==> config.mk <==
export PLATFORM = sky130hd
export DESIGN_NAME = glyph_framebuffer_blit_scan_unit
export DESIGN_NICKNAME = d
export VERILOG_FILES = /design/src/hw/rtl/gfbs_pkg.sv /design/src/hw/rtl/glyph_framebuffer_blit_scan_unit.sv
export SDC_FILE = /design/constraint.sdc
export NUM_CORES = 2
export LEC_CHECK = 0
export BUFFER_PORTS_ARGS = -buffer_cell sky130_fd_sc_hd__buf_2
export CAP_MARGIN = 20
export CORE_MARGIN = 2
export CORE_UTILIZATION = 45
export DETAILED_ROUTE_END_ITERATION = 16
export REMOVE_ABC_BUFFERS = 1
export SETUP_SLACK_MARGIN = 0.2
export SLEW_MARGIN = 10
export SYNTH_ARGS = -nofsm -noshare
export SYNTH_HDL_FRONTEND = slang
export SYNTH_SLANG_ARGS = --single-unit
==> constraint.sdc <==
create_clock -name clk -period 14.2 [get_ports clk]
set_input_delay 2.84 -clock clk [delete_from_list [all_inputs] [get_ports clk]]
set_output_delay 2.84 -clock clk [all_outputs]
set_load 0.05 [all_outputs]
==> src/hw/rtl/gfbs_pkg.sv <==
package gfbs_pkg;

  localparam int ROW_COUNT     = 7;
  localparam int BYTES_PER_ROW = 35;
  localparam int STORE_SIZE    = ROW_COUNT * BYTES_PER_ROW;
  localparam int ADDR_W        = $clog2(STORE_SIZE);
  localparam int ROW_W         = 3;
  localparam int IDX_W         = $clog2(BYTES_PER_ROW);
  localparam int COL_W         = 7;
  localparam int CURSOR_W      = 9;
  localparam int GLYPH_W       = 56;

  localparam logic [CURSOR_W-1:0] CURSOR_MAX = '1;

  typedef enum logic [2:0] {
    OP_CLEAR  = 3'd0,
    OP_START  = 3'd1,
    OP_GLYPH  = 3'd2,
    OP_FINISH = 3'd3,
    OP_SCAN   = 3'd4,
    OP_BLANK  = 3'd5
  } op_t;

  typedef enum logic [5:0] {
    ST_IDLE     = 6'b000001,
    ST_RMW_RD   = 6'b000010,
    ST_RMW_WR   = 6'b000100,
    ST_SCAN_RD  = 6'b001000,
    ST_SCAN_OUT = 6'b010000,
    ST_SEL_OUT  = 6'b100000
  } state_t;

  function automatic logic [7:0] row_select(input logic [ROW_W-1:0] row);
    logic [7:0] code;
    unique case (row)
      3'd0:    code = 8'h80;
      3'd1:    code = 8'h40;
      3'd2:    code = 8'hC0;
      3'd3:    code = 8'h20;
      3'd4:    code = 8'hA0;
      3'd5:    code = 8'h60;
      3'd6:    code = 8'hE0;
      default: code = 8'h00;
    endcase
    return code;
  endfunction

endpackage

==> src/hw/rtl/glyph_framebuffer_blit_scan_unit.sv <==
// channel | handshake           | payload
// input   | in_valid / in_stall | opcode start_bit end_bit glyph_rows glyph_width invert row_index
// output  | out_valid/out_stall | out_byte byte_kind last_of_run
//
// Clear, start: done on acceptance. Glyph, finish: two read-modify-writes per row
// through the single-port store, each a read state then a write state. Scan: a read and
// an output state per byte, then the select byte; row 7 skips reads. Blank: select byte.
// Reset (and clear) zero the store at once through per-entry valid bits.
// in_stall is high while a command is in progress; out_stall holds the output register
// and pauses a scan.
module glyph_framebuffer_blit_scan_unit (
  input  logic                         clk,
  input  logic                         rst,
  input  logic                         in_valid,
  output logic                         in_stall,
  input  logic [2:0]                   opcode,
  input  logic [gfbs_pkg::CURSOR_W-1:0] start_bit,
  input  logic [gfbs_pkg::CURSOR_W-1:0] end_bit,
  input  logic [gfbs_pkg::GLYPH_W-1:0]  glyph_rows,
  input  logic [3:0]                   glyph_width,
  input  logic                         invert,
  input  logic [gfbs_pkg::ROW_W-1:0]    row_index,
  output logic                         out_valid,
  input  logic                         out_stall,
  output logic [7:0]                   out_byte,
  output logic                         byte_kind,
  output logic                         last_of_run
);
  import gfbs_pkg::*;

  state_t state, state_next;

  logic [CURSOR_W-1:0] bit_cursor;
  logic [CURSOR_W-1:0] string_end;
  logic                string_open;

  logic [7:0]        mem [STORE_SIZE];
  logic [STORE_SIZE-1:0] valid;
  logic [7:0]        rd_q;
  logic              rd_vld;
  logic [7:0]        rd_val;

  logic [GLYPH_W-1:0] glyph_q;
  logic [2:0]         shift_q;
  logic [7:0]         keep_q;
  logic               is_and;
  logic               is_glyph;
  logic               phase;
  logic [COL_W-1:0]   col_base;
  logic [COL_W-1:0]   col_cur;
  logic [ROW_W-1:0]   row;
  logic [ADDR_W-1:0]  row_base;
  logic [IDX_W-1:0]   idx;
  logic               row_ok;
  logic               inv_q;
  logic [7:0]         sel_q;

  logic               accept;
  logic               out_free;
  logic               out_load;
  logic [7:0]         out_byte_next;
  logic               byte_kind_next;
  logic               last_next;

  logic [ADDR_W:0]    addr_sum;
  logic [ADDR_W-1:0]  addr;
  logic               rmw_in_range;
  logic               rd_en;
  logic               wr_en;
  logic [7:0]         wdata;
  logic [7:0]         row_byte;
  logic [15:0]        shifted;
  logic [7:0]         operand;
  logic [CURSOR_W:0]  cursor_sum;
  logic               glyph_go;

  assign in_stall = (state != ST_IDLE);
  assign accept   = in_valid && !in_stall;
  assign out_free = !out_valid || !out_stall;
  assign rd_val   = rd_vld ? rd_q : 8'h00;

  assign cursor_sum = {1'b0, bit_cursor} + {{(CURSOR_W-3){1'b0}}, glyph_width};
  assign glyph_go   = string_open && (bit_cursor <= string_end);

  // shared read-modify-write datapath
  assign row_byte = glyph_q[{row, 3'b000} +: 8];
  assign shifted  = {8'h00, row_byte} << shift_q;
  always_comb begin
    if (is_glyph) begin
      operand = phase ? shifted[15:8] : shifted[7:0];
    end else begin
      operand = phase ? 8'h00 : keep_q;
    end
  end
  assign wdata = is_and ? (rd_val & operand) : (rd_val | operand);

  always_comb begin
    if (state == ST_SCAN_RD) begin
      addr_sum = {1'b0, row_base} + {{(ADDR_W+1-IDX_W){1'b0}}, idx};
    end else begin
      addr_sum = {1'b0, row_base} + {{(ADDR_W+1-COL_W){1'b0}}, col_cur};
    end
  end
  assign addr         = addr_sum[ADDR_W-1:0];
  assign rmw_in_range = (col_cur < COL_W'(BYTES_PER_ROW));
  assign rd_en = ((state == ST_RMW_RD) && rmw_in_range) || ((state == ST_SCAN_RD) && row_ok);
  assign wr_en = (state == ST_RMW_WR) && rmw_in_range;

  always_ff @(posedge clk) begin
    if (wr_en) begin
      mem[addr] <= wdata;
    end
    if (rd_en) begin
      rd_q   <= mem[addr];
      rd_vld <= valid[addr];
    end
  end

  always_ff @(posedge clk) begin
    if (rst || (accept && (opcode == OP_CLEAR))) begin
      valid <= '0;
    end else if (wr_en) begin
      valid[addr] <= 1'b1;
    end
  end

  always_comb begin
    state_next     = state;
    out_load       = 1'b0;
    out_byte_next  = 8'h00;
    byte_kind_next = 1'b0;
    last_next      = 1'b0;
    unique case (state)
      ST_IDLE: begin
        if (accept) begin
          priority case (opcode)
            OP_GLYPH:  state_next = glyph_go ? ST_RMW_RD : ST_IDLE;
            OP_FINISH: state_next = ST_RMW_RD;
            OP_SCAN:   state_next = (row_index < ROW_W'(ROW_COUNT)) ? ST_SCAN_RD : ST_SCAN_OUT;
            OP_BLANK:  state_next = ST_SEL_OUT;
            default:   state_next = ST_IDLE;
          endcase
        end
      end
      ST_RMW_RD: state_next = ST_RMW_WR;
      ST_RMW_WR: begin
        if (phase && (row == ROW_W'(ROW_COUNT - 1))) begin
          state_next = ST_IDLE;
        end else begin
          state_next = ST_RMW_RD;
        end
      end
      ST_SCAN_RD: state_next = ST_SCAN_OUT;
      ST_SCAN_OUT: begin
        if (out_free) begin
          out_load      = 1'b1;
          out_byte_next = (row_ok ? rd_val : 8'h00) ^ {8{inv_q}};
          if (idx == '0) begin
            state_next = ST_SEL_OUT;
          end else begin
            state_next = row_ok ? ST_SCAN_RD : ST_SCAN_OUT;
          end
        end
      end
      ST_SEL_OUT: begin
        if (out_free) begin
          out_load       = 1'b1;
          out_byte_next  = sel_q;
          byte_kind_next = 1'b1;
          last_next      = 1'b1;
          state_next     = ST_IDLE;
        end
      end
      default: state_next = ST_IDLE;
    endcase
  end

  always_ff @(posedge clk) begin
    if (rst) begin
      state       <= ST_IDLE;
      bit_cursor  <= '0;
      string_end  <= '0;
      string_open <= 1'b0;
      out_valid   <= 1'b0;
    end else begin
      state <= state_next;
      if (accept && (opcode == OP_START)) begin
        bit_cursor  <= start_bit;
        string_end  <= end_bit;
        string_open <= 1'b1;
      end else if (accept && (opcode == OP_GLYPH) && glyph_go) begin
        bit_cursor <= cursor_sum[CURSOR_W] ? CURSOR_MAX : cursor_sum[CURSOR_W-1:0];
      end else if (accept && (opcode == OP_FINISH)) begin
        string_open <= 1'b0;
      end
      if (out_load) begin
        out_valid <= 1'b1;
      end else if (!out_stall) begin
        out_valid <= 1'b0;
      end
    end
  end

  always_ff @(posedge clk) begin
    if (out_load) begin
      out_byte    <= out_byte_next;
      byte_kind   <= byte_kind_next;
      last_of_run <= last_next;
    end
    if (accept) begin
      glyph_q  <= glyph_rows;
      inv_q    <= invert;
      row      <= '0;
      phase    <= 1'b0;
      idx      <= IDX_W'(BYTES_PER_ROW - 1);
      row_ok   <= (row_index < ROW_W'(ROW_COUNT));
      sel_q    <= (opcode == OP_SCAN) ? row_select(row_index) : 8'h00;
      is_glyph <= (opcode == OP_GLYPH);
      is_and   <= (opcode == OP_FINISH);
      if (opcode == OP_SCAN) begin
        row_base <= ADDR_W'(row_index * BYTES_PER_ROW);
      end else begin
        row_base <= '0;
      end
      if (opcode == OP_GLYPH) begin
        shift_q  <= bit_cursor[2:0];
        col_base <= {1'b0, bit_cursor[CURSOR_W-1:3]};
        col_cur  <= {1'b0, bit_cursor[CURSOR_W-1:3]};
      end else begin
        shift_q  <= string_end[2:0];
        col_base <= {1'b0, string_end[CURSOR_W-1:3]};
        col_cur  <= {1'b0, string_end[CURSOR_W-1:3]};
      end
      keep_q <= (8'h01 << string_end[2:0]) - 8'h01;
    end else if (state == ST_RMW_WR) begin
      if (!phase) begin
        phase   <= 1'b1;
        col_cur <= col_base + COL_W'(1);
      end else begin
        phase    <= 1'b0;
        col_cur  <= col_base;
        row      <= row + ROW_W'(1);
        row_base <= row_base + ADDR_W'(BYTES_PER_ROW);
      end
    end else if ((state == ST_SCAN_OUT) && out_free && (idx != '0)) begin
      idx <= idx - IDX_W'(1);
    end
  end

endmodule

==> results_dict.tcl <==
set metrics [dict create \
    outcome "finished, final reports clean" \
    globalRouteTotalUtil_pct 23.3 \
    rows 166 \
    yosys-top-cells-area "sky130_fd_sc_hd__edfxtp_1, sky130_fd_sc_hd__mux4_2, sky130_fd_sc_hd__dfxtp_1" \
    layout.nets 5191 \
    syn_to_final_growth_pct 12.3 \
    max_freq_ghz 0.139 \
    dp_slack_ns 7.05 \
    fillCellCount 16453 \
    tritoncts "yes" \
    globalplace.congestion 0.851 \
    core_area_sq_um 205000 \
    worst_hold_slack_ns 0.459 \
    routedWlPerCell_microns 30.8 \
    path_clk_slew_ns 0.06 \
    clock-skew-final_ns 0.0413 \
    p_leak_nw 33.3 \
    tns_ns 0 \
    yosys.cell_count.top_type "sky130_fd_sc_hd__edfxtp_1" \
    via_count_of_the_first_global_routing_pass 48335 \
    power_density_nw_per_um2 187 \
    worst_hold_path_type "reg2reg" \
    worstSetupEndpointType "flip-flop" \
    cts_max_path_buffers 3 \
    grt_max_degree 214 \
    worst_slew_pin_slew_ns 1.34 \
    totalPowerFinal_mw 19.5 \
    routed_via_density 6.09 \
    root_buffer "sky130_fd_sc_hd__clkbuf_16" \
    setup_viol 0 \
    criticalPathCategory "reg2reg" \
    ys_types 92 \
    via_count 48482 \
    finalInstanceArea_sq_um 104000 \
    drive_gt1_share_pct 23.4 \
    proportion_of_register_bits_with_asynchronous_set_or_reset_after_synthesis_pct 0 \
    final_antenna_net_count 0 \
    worstSkewPairLatency_ns 0.88 \
    detail_route.first_pass.iterations 9 \
    drt_drc_violations_left 0 \
    placed_cell_area_sq_um 96200 \
    initial_utilization_pct 45.3 \
    timing.critical_path.from_type "flip-flop" \
    avg_cell_area_syn_sq_um 18.9 \
    cts_hold_repair.buffers 0 \
    worst_slack_ns 7.01 \
    die_area_sq_um 210000 \
    io_pins 101 \
    port_buffers 100 \
    grt_first_pass_wirelength_mm 353 \
    floorplan_die_height_microns 458 \
    synthCells 4892 \
    ir_worst_vdd_mv 0.207 \
    setup_repair_after_global_routing_missed_its_margin "no" \
    drt-initial-drc-count 5680 \
    cts.repair_timing.setup_buffer_count 0 \
    die_width_microns 458 \
    synth_enable_flop_cells 2073 \
    mappedNetlistArea_sq_um 92700 \
    finalHoldViolCount 0 \
    slew_headroom_pct 10.6 \
    cts_resized 0 \
    cts.htree.levels 4 \
    worstPathRequired_ns 14.94 \
    minimum_period_implied_by_the_final_worst_setup_slack_ns 7.19 \
    yosysTopAreaCell "sky130_fd_sc_hd__edfxtp_1" \
    tritoncts.num_buffers 232 \
    worstSetupStartpoint "state[5]" \
    critical_path_arrival_ns 7.93 \
    hpwlAfterDp_mm 151 \
    yosys_warnings 0 \
    max_cap_violations 0 \
    grt_overflow 0 \
    synth_flop_cell "sky130_fd_sc_hd__edfxtp_1" \
    finalCritPeriodShare_pct 50.7 \
    worst_hold_startpoint "valid[104]" \
    share_of_yosys_cell_area_claimed_by_the_top_area_cell_type_pct 67.1 \
    final_max_slew_viol_count 0 \
    worst-path-max-fanout 58 \
    rr_startpoint "state[5]" \
    synth_top_cells_by_count "sky130_fd_sc_hd__edfxtp_1, sky130_fd_sc_hd__mux4_2, sky130_fd_sc_hd__nor2_1, sky130_fd_sc_hd__dfxtp_1, sky130_fd_sc_hd__o21a_1" \
    synth_seq_area_share_pct 73.2 \
    wirelength_mm 245 \
    cts_sinks 2354 \
    number_of_antenna_violations_at_the_first_check_in_global_routing 8 \
    ys_ff_latch 2354 \
]
==> stage by stage <==
stage | cells | util (%)
detailed placement | 7505 | 47.0
CTS | 7950 | 50.8
floorplan | 4594 | -
global route | 7965 | 50.8
finish | 7966 | 50.8
global placement | 7476 | 46.9
==> where the power goes <==
| part | switching (mW) | internal (mW) |
|---|---|---|
| Sequential | 0.0309 | 7.84 |
| Combinational | 3.59 | 1.83 |
| Clock | 2.63 | 3.54 |
| Total | 6.25 | 13.2 |
==> flip-flops by register name (all words and copies together), names as in the netlist, 3 cells and up <==
name	count
state	6
col_base	6
valid	245
string_end	9
col_cur	7
row	3
idx	6
bit_cursor	9
glyph_q	56
out_byte	8
keep_q	8
row_base	8
mem	1960
sel_q	3
rd_q	8
shift_q	3
==> worst max-delay path, stage by stage, from the launching register on <==
cell	delay (ns)
sky130_fd_sc_hd__dfxtp_1	0.36
sky130_fd_sc_hd__nor3_1	0.36
sky130_fd_sc_hd__nand3_1	0.41
sky130_fd_sc_hd__o21ai_0	0.40
sky130_fd_sc_hd__ha_4	0.21
sky130_fd_sc_hd__inv_1	0.06
sky130_fd_sc_hd__fa_4	1.15
sky130_fd_sc_hd__buf_4	0.59
sky130_fd_sc_hd__buf_4	0.73
sky130_fd_sc_hd__buf_4	0.82
sky130_fd_sc_hd__mux4_2	0.34
sky130_fd_sc_hd__a22oi_1	0.11
sky130_fd_sc_hd__a311oi_1	0.80
sky130_fd_sc_hd__o22ai_1	0.37
sky130_fd_sc_hd__nand4_1	0.19
==> cell usage in the layout, fill, tap and decap left out, drive strengths merged, types with 13 or more instances in the layout <==
cell type / netlist / layout
a211oi: 15 / 15
a21oi: 54 / 54
a221oi: 14 / 14
a22oi: 161 / 161
a311oi: 21 / 21
a31oi: 22 / 22
and3: 36 / 36
buf: 206 / 237
bufinv: 0 / 15
clkbuf: 92 / 347
clkinv: 2 / 70
dfxtp: 281 / 281
edfxtp: 2073 / 2073
ha: 35 / 35
inv: 37 / 45
mux2: 27 / 27
mux2i: 55 / 55
mux4: 567 / 567
nand2: 194 / 194
nand3: 85 / 85
nand4: 13 / 13
nor2: 352 / 352
nor2b: 21 / 21
nor3: 25 / 25
o21a: 249 / 249
o21ai: 56 / 56
o22ai: 21 / 21
xnor2: 14 / 14
xor2: 23 / 23
==> metal layers <==
| metal | share of wire (%) | up-vias | global-route usage, % |
|---|---|---|---|
| met5 | 0.0053 | - | 0 |
| met4 | 3.5 | 2 | 8.01 |
| met3 | 8.1 | 393 | 4.42 |
| met2 | 47 | 2057 | 36.6 |
| met1 | 41 | 25727 | 32.9 |
| li1 | - | 20303 | - |
==> kinds of logic (layout without fill, tap and decap cells) <==
logic type	Yosys count	after routing	synth area share [%]
muxes	649	649	14.7
adders and majority gates	40	40	0.549
buffers and inverters	337	721	1.91
and+or+nand+nor	761	761	3.63
AOI/OAI and AO/OA	713	713	5.64
xor gates and xnor gates	37	37	0.350
DFF	2354	2354	73.2
other	1	3	0.00405
==> cell type report <==
| class | count | area (sq um) | area share [%] |
|---|---|---|---|
| clock buffers | 347 | 6720 | 6.45 |
| flip-flops and latches | 2354 | 67900 | 65.2 |
| diodes | 2 | 5.00 | 0.00481 |
| multi-input cells | 2201 | 23300 | 22.4 |
| inverters | 39 | 149 | 0.143 |
| repair buffers | 237 | 1720 | 1.65 |
| clock inverters | 98 | 1010 | 0.970 |
| well taps | 2688 | 3360 | 3.23 |
==> path summary, 6_finish.rpt <==
path | depth (start not counted) | to | slack, ns
max | 14 | rd_q[0] | 7.01
min | 1 | valid[104] | 0.46
max reg2reg | 14 | rd_q[0] | 7.01
min reg2reg | 1 | valid[104] | 0.46
Note: power is estimated with default switching activity, not from simulation.
